--- src/rtl/core/gbfp_pkg.sv ---
// shared types, constants and helpers for the binary frame parser
package gbfp_pkg;

  localparam int unsigned ByteW   = 8;
  localparam int unsigned LenW    = 16;
  localparam int unsigned TallyW  = 16;
  localparam int unsigned StatusW = 2;
  localparam int unsigned KindW   = 3;

  // result beat payload: all output fields except result_kind, padded to bytes
  localparam int unsigned ResBits  = ByteW + LenW + StatusW + ByteW + ByteW + LenW + KindW
                                     + TallyW + TallyW;
  localparam int unsigned ResDataW = ((ResBits + 7) / 8) * 8;
  localparam int unsigned ResPadW  = ResDataW - ResBits;

  localparam logic [ByteW-1:0] SyncFirst  = 8'hB5;
  localparam logic [ByteW-1:0] SyncSecond = 8'h62;

  localparam logic [LenW-1:0] MaxLenReset = 16'd1024;

  typedef enum logic [StatusW-1:0] {
    STATUS_GOOD    = 2'd0,
    STATUS_BAD_CK  = 2'd1,
    STATUS_TOO_LONG = 2'd2
  } frame_status_e;

  typedef enum logic {
    RES_PAYLOAD = 1'b0,
    RES_STATUS  = 1'b1
  } result_kind_e;

  typedef enum logic [KindW-1:0] {
    KIND_OTHER   = 3'd0,
    KIND_ACK     = 3'd1,
    KIND_NACK    = 3'd2,
    KIND_CFG     = 3'd3,
    KIND_PVT     = 3'd4,
    KIND_POSECEF = 3'd5,
    KIND_VELECEF = 3'd6
  } msg_kind_e;

  // one-hot parse phase
  typedef enum logic [8:0] {
    PH_SYNC1   = 9'b000000001,
    PH_SYNC2   = 9'b000000010,
    PH_CLASS   = 9'b000000100,
    PH_IDENT   = 9'b000001000,
    PH_LEN_LO  = 9'b000010000,
    PH_LEN_HI  = 9'b000100000,
    PH_PAYLOAD = 9'b001000000,
    PH_CK_A    = 9'b010000000,
    PH_CK_B    = 9'b100000000
  } phase_e;

  localparam logic [ByteW-1:0] ClassNav = 8'h01;
  localparam logic [ByteW-1:0] ClassAck = 8'h05;
  localparam logic [ByteW-1:0] ClassCfg = 8'h06;

  // message ids within the ack and nav classes
  localparam logic [ByteW-1:0] IdNack    = 8'h00;
  localparam logic [ByteW-1:0] IdAck     = 8'h01;
  localparam logic [ByteW-1:0] IdPosecef = 8'h01;
  localparam logic [ByteW-1:0] IdPvt     = 8'h07;
  localparam logic [ByteW-1:0] IdVelecef = 8'h11;

  function automatic msg_kind_e kind_of(input logic [ByteW-1:0] cls,
                                        input logic [ByteW-1:0] idn);
    msg_kind_e k;
    k = KIND_OTHER;
    if (cls == ClassAck) begin
      if (idn == IdAck) k = KIND_ACK;
      else if (idn == IdNack) k = KIND_NACK;
    end else if (cls == ClassCfg) begin
      k = KIND_CFG;
    end else if (cls == ClassNav) begin
      if (idn == IdPvt) k = KIND_PVT;
      else if (idn == IdPosecef) k = KIND_POSECEF;
      else if (idn == IdVelecef) k = KIND_VELECEF;
    end
    return k;
  endfunction

endpackage

--- src/rtl/core/gnss_binary_frame_parser_core.sv ---
// binary receiver frame deframer with fletcher-8 check, one byte per beat
//
// channel   | dir | width | contents
// s_axis    | in  | 8     | tdata: rx_byte
// m_axis    | out | 96+1  | tuser: result_kind; tdata: payload_byte .. frames_good
// cfg       | in  | 16    | max_payload_len write, no read-back
//
// one byte per cycle unless a pending result is stalled by the sink; the parse state
// and the output register are both updated by the edge that takes the input beat
// a byte is taken whenever the output register is empty or being drained,
// so a stalled sink only blocks input once a result is pending
// rst_ni clears parse state, tallies and the limit (to 1024) asynchronously
// bytes that cause no result (sync, header, checksum a) never touch the output
module gnss_binary_frame_parser_core (
  input  logic                          clk_i,
  input  logic                          rst_ni,
  // slave side: [7:0] rx_byte
  input  logic                          s_axis_tvalid,
  output logic                          s_axis_tready,
  input  logic [gbfp_pkg::ByteW-1:0]    s_axis_tdata,
  // master side
  output logic                          m_axis_tvalid,
  input  logic                          m_axis_tready,
  // [7:0] payload_byte, [23:8] byte_index, [25:24] frame_status,
  // [33:26] class_byte, [41:34] msg_id, [57:42] payload_len, [60:58] msg_kind,
  // [76:61] errors_seen, [92:77] frames_good, [95:93] zero
  output logic [gbfp_pkg::ResDataW-1:0] m_axis_tdata,
  // [0] result_kind
  output logic                          m_axis_tuser,
  // configuration: max_payload_len
  input  logic                          cfg_we_i,
  input  logic [gbfp_pkg::LenW-1:0]     cfg_wdata_i
);
  import gbfp_pkg::*;

  // parse state
  phase_e             phase_q, phase_d;
  logic [ByteW-1:0]   class_q, class_d;
  logic [ByteW-1:0]   ident_q, ident_d;
  logic [LenW-1:0]    len_q, len_d;
  logic [LenW-1:0]    bytes_q, bytes_d;
  logic [ByteW-1:0]   sum_a_q, sum_a_d;
  logic [ByteW-1:0]   sum_b_q, sum_b_d;
  logic [ByteW-1:0]   rcv_a_q, rcv_a_d;
  logic [TallyW-1:0]  err_q, err_d;
  logic [TallyW-1:0]  good_q, good_d;
  logic [LenW-1:0]    max_len_q;

  // output register
  logic                m_valid_q;
  logic [ResDataW-1:0] out_data_q;
  logic                out_user_q;

  logic                acc;
  logic [ByteW-1:0]    rx;
  logic [ByteW-1:0]    na, nb;
  logic [LenW-1:0]     full_len;
  logic                emit;
  result_kind_e        res_kind;
  logic [ByteW-1:0]    res_byte;
  logic [LenW-1:0]     res_idx;
  frame_status_e       res_status;
  logic [ResDataW-1:0] res_data;

  assign s_axis_tready = !m_valid_q || m_axis_tready;
  assign acc           = s_axis_tvalid && s_axis_tready;
  assign rx            = s_axis_tdata;

  // running fletcher sums with this byte folded in
  assign na       = sum_a_q + rx;
  assign nb       = sum_b_q + na;
  assign full_len = {rx, len_q[ByteW-1:0]};

  always_comb begin
    phase_d    = phase_q;
    class_d    = class_q;
    ident_d    = ident_q;
    len_d      = len_q;
    bytes_d    = bytes_q;
    sum_a_d    = sum_a_q;
    sum_b_d    = sum_b_q;
    rcv_a_d    = rcv_a_q;
    err_d      = err_q;
    good_d     = good_q;
    emit       = 1'b0;
    res_kind   = RES_STATUS;
    res_byte   = '0;
    res_idx    = '0;
    res_status = STATUS_GOOD;

    if (acc) begin
      case (phase_q)
        PH_SYNC2: begin
          if (rx == SyncSecond) begin
            sum_a_d = '0;
            sum_b_d = '0;
            class_d = '0;
            ident_d = '0;
            len_d   = '0;
            bytes_d = '0;
            rcv_a_d = '0;
            phase_d = PH_CLASS;
          end else if (rx != SyncFirst) begin
            phase_d = PH_SYNC1;
          end
        end
        PH_CLASS: begin
          class_d = rx;
          sum_a_d = na;
          sum_b_d = nb;
          phase_d = PH_IDENT;
        end
        PH_IDENT: begin
          ident_d = rx;
          sum_a_d = na;
          sum_b_d = nb;
          phase_d = PH_LEN_LO;
        end
        PH_LEN_LO: begin
          len_d   = {{(LenW-ByteW){1'b0}}, rx};
          sum_a_d = na;
          sum_b_d = nb;
          phase_d = PH_LEN_HI;
        end
        PH_LEN_HI: begin
          len_d   = full_len;
          sum_a_d = na;
          sum_b_d = nb;
          bytes_d = '0;
          if (full_len > max_len_q) begin
            // oversized frame: flag it and go back to hunting
            err_d      = err_q + 1'b1;
            phase_d    = PH_SYNC1;
            emit       = 1'b1;
            res_status = STATUS_TOO_LONG;
          end else if (full_len == '0) begin
            phase_d = PH_CK_A;
          end else begin
            phase_d = PH_PAYLOAD;
          end
        end
        PH_PAYLOAD: begin
          sum_a_d  = na;
          sum_b_d  = nb;
          bytes_d  = bytes_q + 1'b1;
          if (bytes_d == len_q) phase_d = PH_CK_A;
          emit     = 1'b1;
          res_kind = RES_PAYLOAD;
          res_byte = rx;
          res_idx  = bytes_q;
        end
        PH_CK_A: begin
          rcv_a_d = rx;
          phase_d = PH_CK_B;
        end
        PH_CK_B: begin
          if (rcv_a_q == sum_a_q && rx == sum_b_q) begin
            good_d     = good_q + 1'b1;
            res_status = STATUS_GOOD;
          end else begin
            err_d      = err_q + 1'b1;
            res_status = STATUS_BAD_CK;
          end
          phase_d = PH_SYNC1;
          emit    = 1'b1;
        end
        default: begin
          // hunting the first sync byte
          phase_d = (rx == SyncFirst) ? PH_SYNC2 : PH_SYNC1;
        end
      endcase
    end
  end

  // header fields and tallies are taken after this byte's update
  assign res_data = {{ResPadW{1'b0}}, good_d, err_d, kind_of(class_d, ident_d), len_d,
                     ident_d, class_d, res_status, res_idx, res_byte};

  always_ff @(posedge clk_i or negedge rst_ni) begin
    if (!rst_ni) begin
      phase_q   <= PH_SYNC1;
      class_q   <= '0;
      ident_q   <= '0;
      len_q     <= '0;
      bytes_q   <= '0;
      sum_a_q   <= '0;
      sum_b_q   <= '0;
      rcv_a_q   <= '0;
      err_q     <= '0;
      good_q    <= '0;
      max_len_q <= MaxLenReset;
      m_valid_q <= 1'b0;
    end else begin
      phase_q <= phase_d;
      class_q <= class_d;
      ident_q <= ident_d;
      len_q   <= len_d;
      bytes_q <= bytes_d;
      sum_a_q <= sum_a_d;
      sum_b_q <= sum_b_d;
      rcv_a_q <= rcv_a_d;
      err_q   <= err_d;
      good_q  <= good_d;
      if (cfg_we_i) max_len_q <= cfg_wdata_i;
      // output register fills on a result, drains on a sink beat
      if (emit) begin
        m_valid_q <= 1'b1;
      end else if (m_axis_tready) begin
        m_valid_q <= 1'b0;
      end
    end
  end

  // result payload, loaded with each result and qualified by m_valid_q
  always_ff @(posedge clk_i) begin
    if (emit) begin
      out_data_q <= res_data;
      out_user_q <= res_kind;
    end
  end

  assign m_axis_tvalid = m_valid_q;
  assign m_axis_tdata  = out_data_q;
  assign m_axis_tuser  = out_user_q;

  // a payload byte always produces a payload beat next cycle
  a_payload_beat: assert property (@(posedge clk_i) disable iff (!rst_ni)
    acc && phase_q == PH_PAYLOAD |=> m_valid_q && out_user_q == RES_PAYLOAD)
    else $error("payload byte did not produce a payload beat");

  // second checksum byte always produces a status beat
  a_status_beat: assert property (@(posedge clk_i) disable iff (!rst_ni)
    acc && phase_q == PH_CK_B |=> m_valid_q && out_user_q == RES_STATUS)
    else $error("checksum byte did not produce a status beat");

  // payload phase never runs past the declared length
  a_payload_bound: assert property (@(posedge clk_i) disable iff (!rst_ni)
    phase_q == PH_PAYLOAD |-> bytes_q < len_q)
    else $error("payload count reached declared length inside payload phase");

  // tallies move only on an accepted byte
  a_tally_hold: assert property (@(posedge clk_i) disable iff (!rst_ni)
    !acc |=> $stable(err_q) && $stable(good_q))
    else $error("tally changed without an input beat");

endmodule
--- config.mk ---
export PLATFORM = sky130hd
export DESIGN_NAME = gnss_binary_frame_parser_core
export DESIGN_NICKNAME = d
export VERILOG_FILES = /design/src/rtl/core/gbfp_pkg.sv /design/src/rtl/core/gnss_binary_frame_parser_core.sv
export SDC_FILE = /design/constraint.sdc
export NUM_CORES = 1
export LEC_CHECK = 0
export ABC_AREA = 1
export BUFFER_PORTS_ARGS = -buffer_cell sky130_fd_sc_hd__buf_2
export CORE_ASPECT_RATIO = 2
export CORE_MARGIN = 8
export CORE_UTILIZATION = 45
export DETAILED_ROUTE_END_ITERATION = 6
export PLACE_DENSITY_LB_ADDON = 0.15
export SLEW_MARGIN = 25
export SYNTH_ARGS = -nofsm -noshare
export SYNTH_HDL_FRONTEND = slang
export SYNTH_SLANG_ARGS = --single-unit
--- constraint.sdc ---
create_clock -name clk_i -period 5.42 [get_ports clk_i]
set_clock_uncertainty 0.05 [all_clocks]
set_input_delay 0.813 -clock clk_i [delete_from_list [all_inputs] [get_ports clk_i]]
set_output_delay 0.813 -clock clk_i [all_outputs]
set_load 0.01 [all_outputs]
==> flow_summary.json <==
{
  "hpwlAfterDp_mm": 22.09,
  "worst-slew-pin-transition_ps": 819.4,
  "syn_inst": 1234,
  "initial_utilization": 0.4563,
  "seq_area_um2": 6078,
  "ys_seq_area_frac": 0.5476,
  "grt_pass1_wl_mm": 46.54,
  "cts-hold-fix-buffers": 0,
  "synthXorXnorAreaFrac": 0.02920,
  "drive_gt1_frac": 0.1448,
  "root_buffer": "clkbuf_16",
  "die_h_um": 238.1,
  "irDropWorstVdd_mv": 0.1587,
  "finalMaxSlewViolations": 0,
  "synthesis.area_um2": 11100,
  "fin_crit_ps": 3450,
  "synth-main-ff-cell": "dfrtp_1",
  "nets": 1431,
  "synth_top_family_by_area": "simple AND/OR/NAND/NOR gates",
  "die-area_um2": 30250,
  "cap_viol_max_count": 0,
  "htree_num_levels": 1,
  "yosys_warnings": 0,
  "clk_pin_slew_ps": 60,
  "fmax_ghz": 0.2898,
  "p_int_uw": 2663,
  "cp-startpoint": "m_axis_tready",
  "synth_fa_ha_area_frac": 0.04081,
  "grt_overflow_total": 0,
  "multiInputGateArea_um2": 4310,
  "drt_iter0_markers": 546,
  "first_pass_iters": 5,
  "gp_congestion": 0.9292,
  "p_seq_frac": 0.520,
  "rows": 81,
  "synth_compound_area_frac": 0.07203,
  "status": "complete, no violations",
  "yosys-top-cells-count": "nand2_1 (305), inv_1 (159), nor2_1 (138)",
  "start_kind": "input port",
  "clockPowerShare": 0.398,
  "yosys.area.top_type": "dfrtp_1",
  "synthTopCellsByArea": "dfrtp_1 (29%), edfxtp_1 (25%), nand2_1 (10%)",
  "coreArea_um2": 24320,
  "routed_wl_mm": 29.31,
  "period_share": 0.6365,
  "p_switching_uw": 858.1,
  "crit_end": "m_axis_tdata[32]$_DFFE_PP_",
  "synth-seq-cells": 224,
  "grt_max_degree": 51,
  "synth.area.mux_share": 0.001015,
  "die_w_um": 127.1,
  "rsz0062_at_grt": "no",
  "finalHoldViolations": 0,
  "cts_resized": 0,
  "clock-sinks": 224,
  "reg2reg_from": "m_axis_tvalid$_DFFE_PN0P_",
  "powerDensity_nw_per_um2": 277.8,
  "yosysMostFrequentCell": "nand2_1",
  "wl_per_cell_um": 17.53,
  "p_leak_uw": 0.006278,
  "synth_top_area_share": 0.2886,
  "clock_latency_ps": 510,
  "cts_tree": "done",
  "post_cts_buffers": 0,
  "netSwitchingFraction": 0.2437,
  "clock_path_buffers": 3,
  "synth_cell_types": 49,
  "fill_cells": 2290,
  "cp-end-kind": "flip-flop",
  "ff2ff_path_depth": 6,
  "worst_r2r_endpoint": "m_axis_tdata[32]$_DFFE_PP_",
  "vias": 8813,
  "reg2reg_slack_ps": 1990,
  "cts_buffers": 21,
  "syn_to_final_growth_pct": 14.22,
  "drc": 0,
  "worstSetupPathType": "input port to flip-flop",
  "grt_pass1_vias": 8963,
  "fin_util": 0.5212,
  "cp_max_fo": 24,
  "io_buffers": 124,
  "setup_viol": 0,
  "crit_arrival_ps": 3580,
  "combPwrFrac": 0.082,
  "final_antenna_net_count": 0,
  "grt_util_all_layers": 0.1953,
  "synth-edff-count": 94,
  "crit_required_ps": 5550,
  "tns_ps": 0,
  "synth.avg_cell_area_um2": 8.995,
  "yosys.area_share.simple": 0.2432,
  "async_flop_share": 0.5804,
  "vias_per_cell": 5.271,
  "antenna_found_initial": 1,
  "slew_headroom": 0.4531,
  "ioPinCount": 128,
  "hold_class": "input port to async pin"
}
==> registers in the layout, indices dropped and copies added, names as in the netlist <==
name	cells
phase_q	9
sum_b_q	8
good_q	16
bytes_q	16
m_axis_tuser	1
m_axis_tvalid	1
class_q	8
ident_q	8
err_q	16
m_axis_tdata	93
len_q	16
sum_a_q	8
max_len_q	16
rcv_a_q	8
==> placed cells by master, fill, tap and decap left out, types with 3 or more instances in the layout <==
cell	instances
buf_4	5
nand2_1	305
conb_1	3
nor2_2	5
nand2_2	6
xor2_1	18
nand3_1	83
dfrtp_1	128
clkbuf_16	21
a22o_1	6
edfxtp_1	94
inv_1	159
nand4_1	29
nand3_4	3
a21oi_1	36
ha_1	33
o22ai_1	32
nor4_1	4
clkbuf_1	8
nand3_2	4
nor3_1	15
o21ai_1	6
xnor2_1	19
nand3b_1	5
inv_2	6
buf_2	123
or2_2	4
nor2_1	138
clkbuf_8	4
o21ai_0	47
==> cells by family (layout without fill, tap and decap cells) <==
family | after synthesis | in the layout
xor+xnor | 37 | 37
flops | 224 | 224
fa+ha+maj | 35 | 35
simple gates | 612 | 612
other cells | 1 | 4
buf+inv | 186 | 331
compound gates | 138 | 138
mux | 1 | 1
==> worst min-delay path by stage <==
stage	startpoint	endpoint	slack (ps)	cells after the start
2_1_floorplan	phase_q[0]$_DFFE_PN1P_	phase_q[0]$_DFFE_PN1P_	400	2
3_3_place_gp	phase_q[0]$_DFFE_PN1P_	phase_q[0]$_DFFE_PN1P_	410	2
3_5_place_dp	phase_q[0]$_DFFE_PN1P_	phase_q[0]$_DFFE_PN1P_	430	2
4_1_cts	rst_ni	len_q[14]$_DFF_PN0_	320	1
5_1_grt	rst_ni	good_q[6]$_DFF_PN0_	360	1
6_report	rst_ni	good_q[5]$_DFF_PN0_	300	1
==> cell type report <==
cell class	count	area share
sequential	224	0.4795
multi-input combinational	826	0.3400
timing repair buffer	129	0.05310
inverter	165	0.04885
clock buffer	33	0.04816
tap	290	0.02862
clock inverter	4	0.001579
antenna	1	0.0001974
==> critical path, stage by stage <==
cell and delay [ps]:
buf_2 70, inv_1 30, nand2_1 110, nand2_1 400
inv_1 780, nand4_1 500, nand3_4 470, buf_4 390
==> power by group through the flow <==
stage | clock network (uW) | registers, uW | logic (uW)
4_1_cts | 1430 | 1830 | 292
5_1_grt | 1500 | 1830 | 332
3_3_place_gp | 0 | 1860 | 284
2_1_floorplan | 0 | 1850 | 193
3_5_place_dp | 0 | 1860 | 290
6_report | 1400 | 1830 | 289
==> per-stage QoR <==
| step | instances | total power [uW] | hold slack [ps] | area, um2 | setup WS, ps |
|---|---|---|---|---|---|
| after CTS | 1671 | 3556 | 317.6 | 12670 | 2015 |
| after detailed placement | 1634 | 2155 | 427.4 | 12040 | 1484 |
| after floorplan | 1236 | 2045 | 400.1 | 11110 | 414.9 |
| final | 1672 | 3521 | 297.3 | 12680 | 1970 |
| after global placement | 1634 | 2148 | 411.7 | 12040 | 1565 |
| after global routing | 1671 | 3662 | 356.1 | 12670 | 1717 |
==> routing by layer <==
| layer | global-route usage | wire [um] |
|---|---|---|
| met2 | 0.3731 | 16040 |
| met3 | 0.03019 | 1410 |
| met4 | 0.09431 | 1289 |
| met1 | 0.2004 | 10570 |
| met5 | 0 | 0 |
Power figures use the tool's default switching activity.
